[src/rtl/core/rrf_pkg.sv]
// Shared types and constants for the ranging report framer.
package rrf_pkg;

  // Word index width: enough for a group of up to 125 words.
  localparam int unsigned IDX_W = 7;

  // Depth of the queue between the front and back parts.
  localparam int unsigned Q_DEPTH = 4;
  localparam int unsigned Q_AW    = 2;
  localparam int unsigned Q_CW    = 3;

  // Configuration register indexes.
  localparam logic [7:0] CFG_STATION  = 8'd0;
  localparam logic [7:0] CFG_FUNCTION = 8'd1;
  localparam logic [7:0] CFG_TAG      = 8'd2;
  localparam logic [7:0] CFG_KIND     = 8'd3;

  // Reset values of the configuration registers.
  localparam logic [7:0]  RST_STATION  = 8'h01;
  localparam logic [7:0]  RST_FUNCTION = 8'h03;
  localparam logic [15:0] RST_TAG      = 16'hACDA;
  localparam logic [15:0] RST_KIND     = 16'h0003;

  // CRC-16/MODBUS constants.
  localparam logic [15:0] CRC_INIT = 16'hFFFF;
  localparam logic [15:0] CRC_POLY = 16'hA001;

  // One classified word as it travels from front to back.
  typedef struct packed {
    logic [15:0] word;
    logic        first;
    logic        last;
  } rrf_item_t;

  // Header fields taken from the configuration registers.
  typedef struct packed {
    logic [7:0]  station_address;
    logic [7:0]  function_code;
    logic [15:0] packet_tag;
    logic [15:0] report_kind;
  } rrf_hdr_t;

  // Byte sequencer states of the back part.
  typedef enum logic [2:0] {
    S_IDLE,
    S_HDR,
    S_WHI,
    S_WLO,
    S_CLO,
    S_CHI
  } rrf_state_t;

endpackage

[src/rtl/core/ranging_report_framer_crc16_top.sv]
// Top level of the ranging report framer with CRC-16/MODBUS trailer.
// A word passes through the queue, the byte sequencer state and the output register before its first byte appears.
// Throughput: one frame byte per cycle through the output register while out_stall is low and the queue is not
// empty; a word gives 2 bytes in mid-group, 9 bytes when it opens a group and 4 when it closes one.
// A four-entry queue between the word front end and the byte sequencer absorbs stalls.
// Reset clears the queue and word position, sets the CRC to all ones and loads register defaults.
module ranging_report_framer_crc16_top #(
  parameter int unsigned FRAME_WORDS = 19
) (
  input  logic        clk,
  input  logic        rst,
  input  logic        in_valid,
  output logic        in_stall,
  input  logic [15:0] word_value,
  output logic        out_valid,
  input  logic        out_stall,
  output logic [7:0]  frame_byte,
  output logic        frame_end,
  input  logic        cfg_valid,
  output logic        cfg_ready,
  input  logic [7:0]  cfg_index,
  input  logic [15:0] cfg_data
);
  import rrf_pkg::*;

  rrf_hdr_t  hdr;
  rrf_item_t push_item;
  rrf_item_t pop_item;
  logic      q_push;
  logic      q_pop;
  logic      q_full;
  logic      q_empty;

  // Configuration writes are always taken; unknown indexes are dropped.
  assign cfg_ready = 1'b1;

  always_ff @(posedge clk) begin
    if (rst) begin
      hdr.station_address <= RST_STATION;
      hdr.function_code   <= RST_FUNCTION;
      hdr.packet_tag      <= RST_TAG;
      hdr.report_kind     <= RST_KIND;
    end else if (cfg_valid && cfg_ready) begin
      unique case (cfg_index)
        CFG_STATION:  hdr.station_address <= cfg_data[7:0];
        CFG_FUNCTION: hdr.function_code   <= cfg_data[7:0];
        CFG_TAG:      hdr.packet_tag      <= cfg_data;
        CFG_KIND:     hdr.report_kind     <= cfg_data;
        default: ;
      endcase
    end
  end

  rrf_front #(
    .FRAME_WORDS(FRAME_WORDS)
  ) u_front (
    .clk        (clk),
    .rst        (rst),
    .in_valid   (in_valid),
    .in_stall   (in_stall),
    .word_value (word_value),
    .q_full     (q_full),
    .q_push     (q_push),
    .q_item     (push_item)
  );

  rrf_queue u_queue (
    .clk       (clk),
    .rst       (rst),
    .push      (q_push),
    .push_item (push_item),
    .full      (q_full),
    .pop       (q_pop),
    .pop_item  (pop_item),
    .empty     (q_empty)
  );

  rrf_back #(
    .FRAME_WORDS(FRAME_WORDS)
  ) u_back (
    .clk        (clk),
    .rst        (rst),
    .hdr        (hdr),
    .q_empty    (q_empty),
    .q_item     (pop_item),
    .q_pop      (q_pop),
    .out_valid  (out_valid),
    .out_stall  (out_stall),
    .frame_byte (frame_byte),
    .frame_end  (frame_end)
  );

endmodule

[src/rtl/core/rrf_front.sv]
// Front part: accepts report words and marks the first and last word of each group.
module rrf_front #(
  parameter int unsigned FRAME_WORDS = 19
) (
  input  logic              clk,
  input  logic              rst,
  input  logic              in_valid,
  output logic              in_stall,
  input  logic [15:0]       word_value,
  input  logic              q_full,
  output logic              q_push,
  output rrf_pkg::rrf_item_t q_item
);
  import rrf_pkg::*;

  // Group length held between two and 125 words.
  localparam int unsigned GROUP_WORDS =
    (FRAME_WORDS < 2) ? 2 : ((FRAME_WORDS > 125) ? 125 : FRAME_WORDS);
  localparam logic [IDX_W-1:0] LAST_IDX = IDX_W'(GROUP_WORDS - 1);

  logic [IDX_W-1:0] word_index;
  logic [IDX_W-1:0] word_index_next;
  logic             is_last;

  // A word is taken whenever the queue has room.
  assign in_stall = q_full;
  assign q_push   = in_valid && !q_full;
  assign is_last  = (word_index == LAST_IDX);

  assign q_item.word  = word_value;
  assign q_item.first = (word_index == '0);
  assign q_item.last  = is_last;

  // Position within the group wraps after the last word.
  assign word_index_next = is_last ? '0 : word_index + IDX_W'(1);

  always_ff @(posedge clk) begin
    if (rst) begin
      word_index <= '0;
    end else if (q_push) begin
      word_index <= word_index_next;
    end
  end

endmodule

[src/rtl/core/rrf_queue.sv]
// Short queue of classified words between the front and back parts.
module rrf_queue (
  input  logic               clk,
  input  logic               rst,
  input  logic               push,
  input  rrf_pkg::rrf_item_t push_item,
  output logic               full,
  input  logic               pop,
  output rrf_pkg::rrf_item_t pop_item,
  output logic               empty
);
  import rrf_pkg::*;

  rrf_item_t         mem [Q_DEPTH];
  logic [Q_AW-1:0]   wr_ptr;
  logic [Q_AW-1:0]   rd_ptr;
  logic [Q_CW-1:0]   count;

  assign full     = (count == Q_CW'(Q_DEPTH));
  assign empty    = (count == '0);
  assign pop_item = mem[rd_ptr];

  // Entry storage.
  always_ff @(posedge clk) begin
    if (push) begin
      mem[wr_ptr] <= push_item;
    end
  end

  // Pointers and fill count.
  always_ff @(posedge clk) begin
    if (rst) begin
      wr_ptr <= '0;
      rd_ptr <= '0;
      count  <= '0;
    end else begin
      if (push) begin
        wr_ptr <= wr_ptr + Q_AW'(1);
      end
      if (pop) begin
        rd_ptr <= rd_ptr + Q_AW'(1);
      end
      if (push && !pop) begin
        count <= count + Q_CW'(1);
      end else if (pop && !push) begin
        count <= count - Q_CW'(1);
      end
    end
  end

  // The fill count never passes the depth.
  a_count_bound: assert property (@(posedge clk) disable iff (rst)
    count <= Q_CW'(Q_DEPTH))
    else $error("queue count exceeds depth");

  // No write into a full queue.
  a_no_overflow: assert property (@(posedge clk) disable iff (rst)
    !(push && full))
    else $error("push into full queue");

  // No read from an empty queue.
  a_no_underflow: assert property (@(posedge clk) disable iff (rst)
    !(pop && empty))
    else $error("pop from empty queue");

endmodule

[src/rtl/core/rrf_back.sv]
// Back part: byte sequencer that emits header, word bytes and CRC through an output register.
module rrf_back #(
  parameter int unsigned FRAME_WORDS = 19
) (
  input  logic               clk,
  input  logic               rst,
  input  rrf_pkg::rrf_hdr_t  hdr,
  input  logic               q_empty,
  input  rrf_pkg::rrf_item_t q_item,
  output logic               q_pop,
  output logic               out_valid,
  input  logic               out_stall,
  output logic [7:0]         frame_byte,
  output logic               frame_end
);
  import rrf_pkg::*;

  localparam int unsigned GROUP_WORDS =
    (FRAME_WORDS < 2) ? 2 : ((FRAME_WORDS > 125) ? 125 : FRAME_WORDS);
  localparam logic [7:0] LEN_BYTE = 8'(2 * GROUP_WORDS + 4);
  localparam logic [2:0] HDR_LAST = 3'd6;

  // One byte step of the reflected CRC.
  function automatic logic [15:0] crc_step(input logic [15:0] crc_in, input logic [7:0] b);
    logic [15:0] c;
    c = crc_in ^ {8'h00, b};
    for (int k = 0; k < 8; k++) begin
      c = c[0] ? ((c >> 1) ^ CRC_POLY) : (c >> 1);
    end
    return c;
  endfunction

  rrf_state_t  state;
  rrf_state_t  state_next;
  logic [2:0]  hdr_idx;
  logic [2:0]  hdr_idx_next;
  rrf_item_t   cur;
  logic [15:0] crc;
  logic        adv;
  logic        load;
  logic [7:0]  byte_sel;
  logic        end_sel;
  logic        crc_add;
  logic [15:0] crc_base;

  // A byte moves into the output register when it is empty or being drained.
  assign adv   = (state != S_IDLE) && (!out_valid || !out_stall);
  assign q_pop = load;

  // Next state, including loading the next word without a bubble.
  always_comb begin
    state_next   = state;
    hdr_idx_next = hdr_idx;
    load         = 1'b0;
    if (state == S_IDLE) begin
      load = !q_empty;
    end else if (adv) begin
      unique case (state)
        S_HDR: begin
          if (hdr_idx == HDR_LAST) begin
            state_next = S_WHI;
          end else begin
            hdr_idx_next = hdr_idx + 3'd1;
          end
        end
        S_WHI: state_next = S_WLO;
        S_WLO: begin
          if (cur.last) begin
            state_next = S_CLO;
          end else begin
            load       = !q_empty;
            state_next = S_IDLE;
          end
        end
        S_CLO: state_next = S_CHI;
        S_CHI: begin
          load       = !q_empty;
          state_next = S_IDLE;
        end
        default: state_next = S_IDLE;
      endcase
    end
    if (load) begin
      state_next   = q_item.first ? S_HDR : S_WHI;
      hdr_idx_next = '0;
    end
  end

  // Byte selection and CRC control for the current state.
  always_comb begin
    byte_sel = 8'h00;
    end_sel  = 1'b0;
    crc_add  = 1'b0;
    unique case (state)
      S_HDR: begin
        crc_add = 1'b1;
        case (hdr_idx)
          3'd0:    byte_sel = hdr.station_address;
          3'd1:    byte_sel = hdr.function_code;
          3'd2:    byte_sel = LEN_BYTE;
          3'd3:    byte_sel = hdr.packet_tag[15:8];
          3'd4:    byte_sel = hdr.packet_tag[7:0];
          3'd5:    byte_sel = hdr.report_kind[15:8];
          default: byte_sel = hdr.report_kind[7:0];
        endcase
      end
      S_WHI: begin
        crc_add  = 1'b1;
        byte_sel = cur.word[15:8];
      end
      S_WLO: begin
        crc_add  = 1'b1;
        byte_sel = cur.word[7:0];
      end
      S_CLO: byte_sel = crc[7:0];
      S_CHI: begin
        byte_sel = crc[15:8];
        end_sel  = 1'b1;
      end
      default: byte_sel = 8'h00;
    endcase
  end

  // A new frame starts its CRC from the initial value.
  assign crc_base = (state == S_HDR && hdr_idx == '0) ? CRC_INIT : crc;

  // Sequencer state.
  always_ff @(posedge clk) begin
    if (rst) begin
      state   <= S_IDLE;
      hdr_idx <= '0;
    end else begin
      state   <= state_next;
      hdr_idx <= hdr_idx_next;
    end
  end

  // Current word and running CRC.
  always_ff @(posedge clk) begin
    if (rst) begin
      crc <= CRC_INIT;
    end else if (adv && crc_add) begin
      crc <= crc_step(crc_base, byte_sel);
    end
  end

  always_ff @(posedge clk) begin
    if (load) begin
      cur <= q_item;
    end
  end

  // Output register: holds a byte until its transfer completes.
  always_ff @(posedge clk) begin
    if (rst) begin
      out_valid <= 1'b0;
    end else if (adv) begin
      out_valid <= 1'b1;
    end else if (!out_stall) begin
      out_valid <= 1'b0;
    end
  end

  always_ff @(posedge clk) begin
    if (adv) begin
      frame_byte <= byte_sel;
      frame_end  <= end_sel;
    end
  end

  // The header is only sent for the first word of a group.
  a_hdr_first: assert property (@(posedge clk) disable iff (rst)
    (state == S_HDR) |-> cur.first)
    else $error("header emitted for a word that does not start a group");

  // CRC bytes only follow the last word of a group.
  a_crc_last: assert property (@(posedge clk) disable iff (rst)
    (state == S_CLO || state == S_CHI) |-> cur.last)
    else $error("CRC emitted for a word that does not end a group");

  // Sending the high CRC byte flags the end of the frame.
  a_end_flag: assert property (@(posedge clk) disable iff (rst)
    (adv && state == S_CHI) |=> (out_valid && frame_end))
    else $error("final CRC byte not flagged");

endmodule
[config.mk]
export PLATFORM = sky130hd
export DESIGN_NAME = ranging_report_framer_crc16_top
export DESIGN_NICKNAME = d
export VERILOG_FILES = /design/src/rtl/core/rrf_pkg.sv /design/src/rtl/core/ranging_report_framer_crc16_top.sv /design/src/rtl/core/rrf_front.sv /design/src/rtl/core/rrf_queue.sv /design/src/rtl/core/rrf_back.sv
export SDC_FILE = /design/constraint.sdc
export NUM_CORES = 1
export LEC_CHECK = 0
export BUFFER_PORTS_ARGS = -buffer_cell sky130_fd_sc_hd__buf_2
export CORE_MARGIN = 2
export CORE_UTILIZATION = 54
export DETAILED_ROUTE_END_ITERATION = 10
export GPL_TIMING_DRIVEN = 0
export HOLD_SLACK_MARGIN = 0.03
export PLACE_DENSITY = 0.79
export SLEW_MARGIN = 10
export SYNTH_ARGS = -nofsm -noshare
export SYNTH_HDL_FRONTEND = slang
export SYNTH_SLANG_ARGS = --single-unit
[constraint.sdc]
create_clock -name clk -period 3.9 [get_ports clk]
set_clock_uncertainty 0.05 [all_clocks]
set_input_delay 0 -clock clk [delete_from_list [all_inputs] [get_ports clk]]
set_output_delay 0 -clock clk [all_outputs]
set_load 0.1 [all_outputs]
### Yosys cells after proc, flatten, opt, wreduce, memory -nomap -nowiden

Memory sizes are Yosys's and may differ from the RTL's. A register that Yosys moved wholly into a read port is not among the register bits.
Cells that the tools add are included.
Widths: inputs -> output; s select.

| storage, ports and cells | value |
|---|---|
| logic and storage cells | 115 |
| output and inout bits | 12 |
| register bits | 111 |
| input bits | 45 |
| memories | 1 |
| bits in writable memories | 72 |

Memory list:

| memory | depth | width | read ports | clocked after Yosys merged registers in | wr ports | RTL line | source |
|---|---|---|---|---|---|---|---|
| u_queue.mem | 4 | 18 | 1 | 1 | 1 | rrf_queue.sv:14 | `rrf_item_t mem [Q_DEPTH];` |

| cells by class | value |
|---|---|
| add/sub/neg operators | 6 |
| eq/ne operators | 19 |
| bitwise operators | 11 |
| reduce and logical (&&, ||, !) cells | 29 |
| multiplexer cells | 33 |

Operators with widths:

| operator | number |
|---|---|
| $mux 16 | 9 |
| $pmux 8 s6 | 1 |
| $pmux 8 s5 | 1 |
| $not 2->3 | 8 |
| $mux 3 | 7 |
| $eq 3x3->1 const B | 6 |
| $eq 8x2->1 const B | 2 |
| $xor 16x8->16 | 1 |
| $eq 3x2->1 const B | 4 |
| $pmux 3 s4 | 1 |
| $logic_not 3->1 | 3 |
| $mux 1 | 9 |
| $eq 8x1->1 const B | 1 |
| $logic_not 8->1 | 1 |
| $reduce_and 2->1 | 4 |
| $add 7x1->7 const B | 1 |
| $eq 7x5->1 const B | 1 |
| $logic_not 7->1 | 1 |
| $mux 7 | 1 |
| $add 3x1->3 const B | 2 |
| $eq 3x1->1 const B | 2 |
| $logic_and 1x1->1 | 6 |
| $logic_not 1->1 | 6 |
| $mux 2 | 3 |
| 14 further kinds | 17 |

### Depth between registers and ports, before layout

Gate-level depths: netlist (run 1).

| logic depth | value |
|---|---|
| word-level depth | 20 |
| depth in mapped cells | 15 |
| mapped depth without buffers | 11 |

### Cells and area by module

From an unflattened synthesis (run 1), not the netlist that was laid out.

| unflattened totals | value |
|---|---|
| cells, all modules | 664 |
| area total of the unflattened synthesis | 8,380.5 µm² |

Modules (own cells, without submodules):

| module | seq. area each (µm²) | cells each | area an instance (µm²) | instances |
|---|---|---|---|---|
| rrf_queue | 2,342.2 | 138 | 3,067.9 | 1 |
| rrf_back | 1,241.2 | 269 | 2,743.9 | 1 |
| ranging_report_framer_crc16_top | 960.9 | 191 | 2,018.2 | 1 |
| rrf_front | 140.1 | 66 | 550.5 | 1 |

### Worst setup path after synthesis (run 1)

Ideal clock, no wire load.

| timing path | value |
|---|---|
| path type | flip-flop to flip-flop |
| from | reg u_queue.count[0] |
| to | reg u_queue.count[2] |
| slack | -396 ps |
| stages on the path, launching flop included | 10 |
| arrival | 4,176 ps |
| clock period less this slack | 4,296 ps |
| setup time | 70 ps |
| required time | 3,780 ps |
| path buffers | 1 |
| cell sequence | dfxtp_1 nor3b_1 nor2b_1 clkbuf_1 ha_1 inv_1 fa_1 xor2_1 or3_1 a21oi_1 |

| on the way | value |
|---|---|
| elaborated cells on any way between the ends | 18 |
| those cells by class | add/sub (2); eq/ne (1); mux (6); reduce/logical (9) |

RTL lines:

| item | RTL line | source |
|---|---|---|
| from (decl) | rrf_queue.sv:17 | `logic [Q_CW-1:0] count;` |
| from (signal assigned) | rrf_queue.sv:44 | `count <= count + Q_CW'(1);` |
| from (signal assigned) | rrf_queue.sv:46 | `count <= count - Q_CW'(1);` |
| $eq 3x3->1 * | rrf_queue.sv:19 | `assign full = (count == Q_CW'(Q_DEPTH));` |
| named net in_stall | ranging_report_framer_crc16_top.sv:13 | `output logic in_stall,` |
| $logic_not 1->1 * | rrf_front.sv:27 | `assign q_push = in_valid && !q_full;` |
| $logic_and 1x1->1 * | rrf_front.sv:27 |  |
| named net q_push | ranging_report_framer_crc16_top.sv:29 | `logic q_push;` |
| $logic_not 1->1 | rrf_queue.sv:45 | `end else if (pop && !push) begin` |
| $logic_and 1x1->1 | rrf_queue.sv:45 |  |
| $reduce_bool 2->1 (no source line) | - |  |

The timed path passes the listed nets; every way through them passes the cells marked *. The select of a mux whose other input is x is not followed.
A chain may end at the register's enable or synchronous reset.

### Worst setup path after layout (run 1)

| timing path | value |
|---|---|
| from | reg u_back.hdr_idx[2] |
| to | reg u_back.crc[0] |

| on the way | value |
|---|---|
| cells in the longest elaborated chain, start to end | 13 |
| elaborated cells on any way between the ends | 27 |
| those cells by class | eq/ne (5); mux (11); bitwise (9); reduce/logical (2) |

Ends and longest elaborated chain:

| item | RTL line | source |
|---|---|---|
| from (decl) | rrf_back.sv:35 | `logic [2:0] hdr_idx;` |
| from (signal assigned) | rrf_back.sv:134 | `hdr_idx <= hdr_idx_next;` |
| $eq 3x3->1 (tied with other cells) | rrf_back.sv:97 | `case (hdr_idx)` |
| $pmux 8 s6 or $logic_and 1x1->1 (tied branches) | rrf_back.sv:97, rrf_back.sv:125 |  |
| $pmux 8 s5 or $mux 16 (tied branches) | rrf_back.sv:94, rrf_back.sv:125 |  |
| $xor 16x8->16 * | rrf_back.sv:26 | `c = crc_in ^ {8'h00, b};` |
| $mux 16 * (6 in series) | rrf_back.sv:28 | `c = c[0] ? ((c >> 1) ^ CRC_POLY) : (c >> 1);` |
| $not 2->3 (no source line) or $mux 16 (tied branches) | - |  |
| $mux 16 * (2 in series) | rrf_back.sv:28 |  |
| to (signal assigned) | rrf_back.sv:143 | `crc <= crc_step(crc_base, byte_sel);` |
| to (decl) | rrf_back.sv:38 | `logic [15:0] crc;` |

Every way passes the cells marked *; elsewhere a longest branch is shown, timed or not.

==> results.md, run 1 <==
- First-pass GRT wire length: approximately 28000 um
- Number of synthesized flops with an enable pin: 98
- Power Total: 6.82 mW
- Critical Path Max Stage Delay: 0.48 ns
- Hold Path Class: input pin to flip-flop
- GPL Wtd Cong: ~0.91
- Largest net degree at the start of global routing: 22
- Full die area: 0.0157 mm2
- Dominant synthesized flop cell: edfxtp_1
- RSZ-0062 raised after global routing: no
- Layout area overhead: 18.5%
- Initial core utilization: between 50 and 60%
- Syn Area/Cell: 12.6 um2
- CTS sink cnt: 185
- Wire per inst: 18.8 um
- Worst-Skew Late Latency: 0.44 ns
- Fin crit period: 3.74 ns
- Slew margin rel.: 35.3%
- Hold Violations, Final: 0
- Hpwl dp: 11800 um
- Share of cells above drive strength 1: 17.5%
- Synth warn: 0
- Cells after Synth: 632
- Hold slack: just over 0.08 ns
- Crit end category: flip-flop
- GRT Util Overall: 23.3%
- Nets@finish: about 800
- Worst reg-to-reg path cell count: 13
- Fmax: 268 MHz
- Crit Path Category: flip-flop to flip-flop
- CP dominant cell by count: buf_6
- Post-synthesis sequential area ratio: 59.0%
- DR DRC count: 0
- Synth cell types: 60
- Slew Limit Fails: 0
- Iteration-0 DRC Markers: 410
- Die Width: roughly 130 um
- H-tree levels: 4
- Critical-path maximum fanout: 19
- Deepest clock path buffer count: 2
- Routed Antenna Nets: 0
- Vias in the first global route: between 5000 and 6000
- Drt total wl: 17600 um
- Maximum VDD drop: 0.512 mV
- Number of diodes: 0
- Max-capacitance violation count: 0
- CP cell instances: buf_6 > inv_1 > ha_1 > buf_2 > or3_4 > buf_6 > o31ai_4 > nor3_2 > a221oi_4 > xor3_2 > xnor3_2 > xor3_1 > o21ai_1
- WP data arrival: 4.06 ns
- Post-Syn Area: 0.00794 mm2
- Sum Neg Setup Slack: 0 ns
- I/O pin count: 57
- Pwr/cell area: just over 700 mW/mm2
- Total CTS buffers: 17
- Setup crit start kind: flip-flop
- Syn Nets: approximately 690
- CTS Root Cell: clkbuf_16
- Post-synthesis register bit count: about 190
- Num rows: 44
- Via density: 5.90
- Status: finished clean
- WHS Path Cells: 4
- DR pass1 iterations: 5
- Clk slew on worst S/H paths: 0.07 ns
- Port bufs: between 50 and 60
- Async set or reset register ratio after synthesis: 0%
- Initial antenna violation count: 0
- Setup Buffers After CTS: 0
- Via count: 5514
- CTS tree: done
- Final setup viols: 0
- Core Area: 0.0144 mm2
- CP max stage cell: dfxtp_2
- Die height: 125 um
- Period utilization: 95.8%
- Required @ worst endpoint: 4.22 ns
- Pleak: 3.52 nW
- Measured slew at the worst slew-check pin: 0.971 ns
- Residual overflow from global routing: 0
[per-stage QoR]
| stage | utilization (%) | instance area, um2 | cells | setup WS, ns |
|---|---|---|---|---|
| floorplan | - | 7940 | 632 | 0.110 |
| global placement | 58.5 | 8440 | 870 | -0.376 |
| detailed placement | 58.7 | 8460 | 871 | -0.387 |
| CTS | 65.2 | 9400 | 934 | 0.0000493 |
| finish | 65.2 | 9410 | 934 | 0.163 |
| global route | 65.2 | 9410 | 934 | 0.0205 |
[synth_stat cells (7+ instances only)]
cell      number  share of area (%)
o211ai_1      14                1.3
a221oi_1      10                1.1
nand3_1       11               0.69
clkbuf_1      22                1.0
xnor2_1       15                1.7
nand2_1       43                2.0
o21ai_0       16                1.0
xor2_1        11                1.2
nand2b_1       7               0.55
a32oi_1        8               0.88
a22oi_1        8               0.76
ha_1          13                2.0
mux2i_1       58                7.3
or3_1          7               0.55
a21oi_1       13               0.82
o22ai_1       13                1.0
inv_1         11               0.52
edfxtp_1      98                 37
mux4_2        18                5.1
dfxtp_1       87                 22
buf_2         10               0.63
nor2_1        67                3.2
[state kept, by name (all words and copies together), names as in the netlist, named ones only]
register	flops
u_queue.mem	72
hdr	48
u_back.cur	17
u_back.crc	16
u_back.frame_byte	8
u_front.word_index	7
u_back.hdr_idx	3
u_back.state	3
u_queue.count	3
u_queue.rd_ptr	2
u_queue.wr_ptr	2
u_back.frame_end	1
u_back.out_valid	1
[path summary, 6_finish.rpt]
check / start / slack [ns] / to
max: u_back.hdr_idx[2] / 0.16 / u_back.crc[0]
min: cfg_index[0] / 0.08 / hdr[21]
max reg2reg: u_back.hdr_idx[2] / 0.16 / u_back.crc[0]
min reg2reg: hdr[26] / 0.43 / hdr[26]
[critical path: cells and delay by family (launching register included)]
kind	cells	cell delay [ns]
AND/OR/NAND/NOR	2	0.43
flip-flops	1	0.48
adder cells (fa/ha/maj)	1	0.16
buffers and inverters	4	0.64
XOR/XNOR	3	1.25
AO/OA/AOI/OAI	3	0.65
[per-layer routing]
layer	global-route usage, %	up-vias	part of all wire, %
met1	29.9	2717	42
li1	-	2561	-
met2	39.2	208	51
met4	7.97	0	1.9
met5	0	-	0
met3	5.48	28	6.0
[area by class of cell]
cell class	count	area, um2
fill	1046	5020
tap	184	230
sequential	185	4690
timing repair buffer	88	616
inverter	11	41.3
clock buffer	17	425
buffer	38	180
multi-input combinational	396	3040
clock inverter	15	188
[power by group]
group | switching, mW | internal [mW] | total [mW]
logic | 1.53 | 0.951 | 2.48
registers | 0.153 | 2.46 | 2.62
clock network | 0.850 | 0.873 | 1.72
total | 2.53 | 4.29 | 6.82
[timing repair]
item                       CTS  global route
pin swaps                    0             0
setup endpoints to repair    3             3
gates resized for setup      1             3
hold endpoints to repair   113             0
hold buffers                33             0
[cells by family after synthesis]
family / synth area share (%)
muxes: 12.4
AOI/OAI and AO/OA: 9.49
DFF: 59.0
buffers and inverters: 2.81
adders and majority gates: 2.30
other: 0.0472
xor gates and xnor gates: 3.78
and+or+nand+nor: 10.1
[placed cells by master, fill, tap and decap left out, types with 4 or more instances in the layout]
cell | Yosys | routed
nand3_1 | 11 | 11
dfxtp_1 | 87 | 86
buf_1 | 5 | 4
o22ai_1 | 13 | 13
xnor2_1 | 15 | 15
dlygate4sd3_1 | 0 | 33
ha_1 | 13 | 13
nand4_1 | 4 | 4
o21ai_0 | 16 | 16
mux4_2 | 18 | 18
a32oi_1 | 8 | 8
o211ai_1 | 14 | 14
or3_1 | 7 | 7
a21oi_1 | 13 | 13
a221oi_1 | 10 | 10
and2_1 | 5 | 5
nor2b_1 | 5 | 5
clkinv_8 | 0 | 6
inv_1 | 11 | 11
clkbuf_16 | 0 | 17
mux2i_1 | 58 | 58
nand2_1 | 43 | 43
nand2b_1 | 7 | 7
nor2_1 | 67 | 66
edfxtp_1 | 98 | 98
nor3_1 | 5 | 5
clkbuf_1 | 22 | 21
buf_2 | 10 | 63
xor2_1 | 11 | 11
a22oi_1 | 8 | 8
No activity file was read; power rests on OpenSTA's default activity.
==> run 2, diff against run 1 <==
CORE_ASPECT_RATIO = 0.7   (was default)
==> results.md, run 2 (synthesis gave the netlist of run 1 again) <==
- Status: finished clean
- Hold Path Class: input pin to flip-flop
- Sum Neg Setup Slack: 0 ns
- Worst-Skew Late Latency: 0.44 ns
- Die Width: between 100 and 150 um
- Most frequent cells in the layout: 98 x edfxtp_1, 86 x dfxtp_1, 66 x nor2_1, 62 x buf_2, 58 x mux2i_1
- Final Util: approximately 65%
- Max FFs per register: 72
- H-tree levels: 4
- Fillers: 1068
- Crit Path Category: flip-flop to flip-flop
- GRT Util Overall: 24.0%
- Pre-CTS setup slack: -0.413 ns
- Commonest non-fill, non-tap cell in the layout: edfxtp_1
- Slew margin rel.: 37.9%
- CTS tree: done
- Layout area overhead: 19.5%
- Core Area: 0.0145 mm2
- Max-capacitance violation count: 0
- Flop-to-flop setup slack: 0.15 ns
- Vias in the first global route: 5562
- Total CTS buffers: 17
- Final setup viols: 0
- Cell area after layout: 0.00949 mm2
- Hpwl dp: 12400 um
- Initial core utilization: between 50 and 60%
- Residual overflow from global routing: 0
- Wire per inst: 18.7 um
- Die height: 105 um
- I/O pin count: 57
- Hold Violations, Final: 0
- Share of cells above drive strength 1: between 15 and 20%
- Critical-path maximum fanout: 10
- Dpl cell area: 0.00848 mm2
- Measured slew at the worst slew-check pin: 0.932 ns
- CTS sink cnt: roughly 190
- Iteration-0 DRC Markers: ~550
- Initial antenna violation count: 0
- Slew Limit Fails: 0
- Via density: 5.82
- Required @ worst endpoint: 4.22 ns
- Fin cells: 950
- Largest Register: u_queue.mem
- Nets@finish: 801
- Maximum VDD drop: just over 0.5 mV
- Fin crit period: 3.75 ns
- Fmax: 267 MHz
- Via count: 5532
- Number of diodes: 0
- Biggest registers after layout: u_queue.mem: 72 flops, hdr: 48 flops, u_back.cur: 17 flops
- Deepest clock path buffer count: 2
- Routed Antenna Nets: 0
- WP data arrival: ~4 ns
- Hold wc startpoint: cfg_index[0]
- WHS Path Cells: 4
- DR pass1 iterations: 5
- Pleak: 3.55 nW
- Worst r2r src: u_back.hdr_idx[2]
- Power Total: approximately 7 mW
- Placed Cells: 882
- Clk slew on worst S/H paths: 0.07 ns
- First-pass GRT wire length: ~29000 um
- Crit end category: flip-flop
- Num rows: 37
- Full die area: 0.0157 mm2
- Setup crit start kind: flip-flop
- DR DRC count: 0
- RSZ-0062 raised after global routing: no
- Largest net degree at the start of global routing: 19
- Drt total wl: 17800 um
- GPL Wtd Cong: 0.914
- Pwr/cell area: between 700 and 800 mW/mm2
- Hold Path Sink: hdr[28]
- Worst reg-to-reg path cell count: 15
- Port bufs: 54
- Period utilization: 96.1%
- Hold slack: 0.0986 ns
- R2R Path End: u_back.crc[0]
- CTS Root Cell: clkbuf_16
- Final setup margin: 0.151 ns
-- run 2: final cells by class --
| class | count | area (um2) | area share (%) |
|---|---|---|---|
| flip-flops and latches | 185 | 4690 | 49.4 |
| multi-input cells | 396 | 3080 | 32.5 |
| repair buffers | 91 | 638 | 6.73 |
| clock buffers | 18 | 429 | 4.52 |
| well taps | 195 | 244 | 2.57 |
| plain buffers | 40 | 210 | 2.22 |
| clock inverters | 14 | 155 | 1.64 |
| inverters | 11 | 41.3 | 0.435 |
-- run 2: power breakdown --
group          switching [mW]  internal (mW)  leakage (nW)
Clock                   0.793          0.910         0.282
Combinational            1.61           1.04          1.64
Sequential              0.156           2.47          1.62
-- run 2: routing by layer --
layer	GRT usage (%)	routed length, um
met3	5.76	1210
met5	0	0
met2	36.9	8400
met4	8.91	328
met1	33.5	7860
-- run 2: worst max-delay path, cell delays in order, from the launching register on --
cell      delay (ns)
dfxtp_2         0.36
buf_6           0.14
buf_6           0.15
buf_8           0.15
inv_1           0.06
ha_1            0.17
clkbuf_4        0.19
or3_4           0.34
buf_6           0.15
o31a_1          0.26
or3_1           0.35
nand4_1         0.20
xnor2_2         0.17
xnor3_2         0.47
xor3_1          0.36
o21ai_1         0.12
-- run 2: how the worst max path moves through the flow --
stage / from / end / slack [ns] / depth (start not counted)
after floorplan: u_back.hdr_idx[2] / u_back.crc[0] / 0.11 / 15
after global routing: u_back.hdr_idx[2] / u_back.crc[0] / 0.01 / 15
final: u_back.hdr_idx[2] / u_back.crc[0] / 0.15 / 15
after detailed placement: u_back.hdr_idx[2] / u_back.crc[0] / -0.41 / 15
after global placement: u_back.hdr_idx[2] / u_back.crc[0] / -0.38 / 15
after CTS: u_back.hdr_idx[2] / u_back.crc[0] / 0.005 / 15
-- run 2: timing repair --
item	4_1_cts	5_1_grt
hold endpoints to repair	113	0
setup endpoints to repair	3	3
buffers inserted	1	2
hold buffers	33	0
resized for setup	7	12
pin swaps	2	3
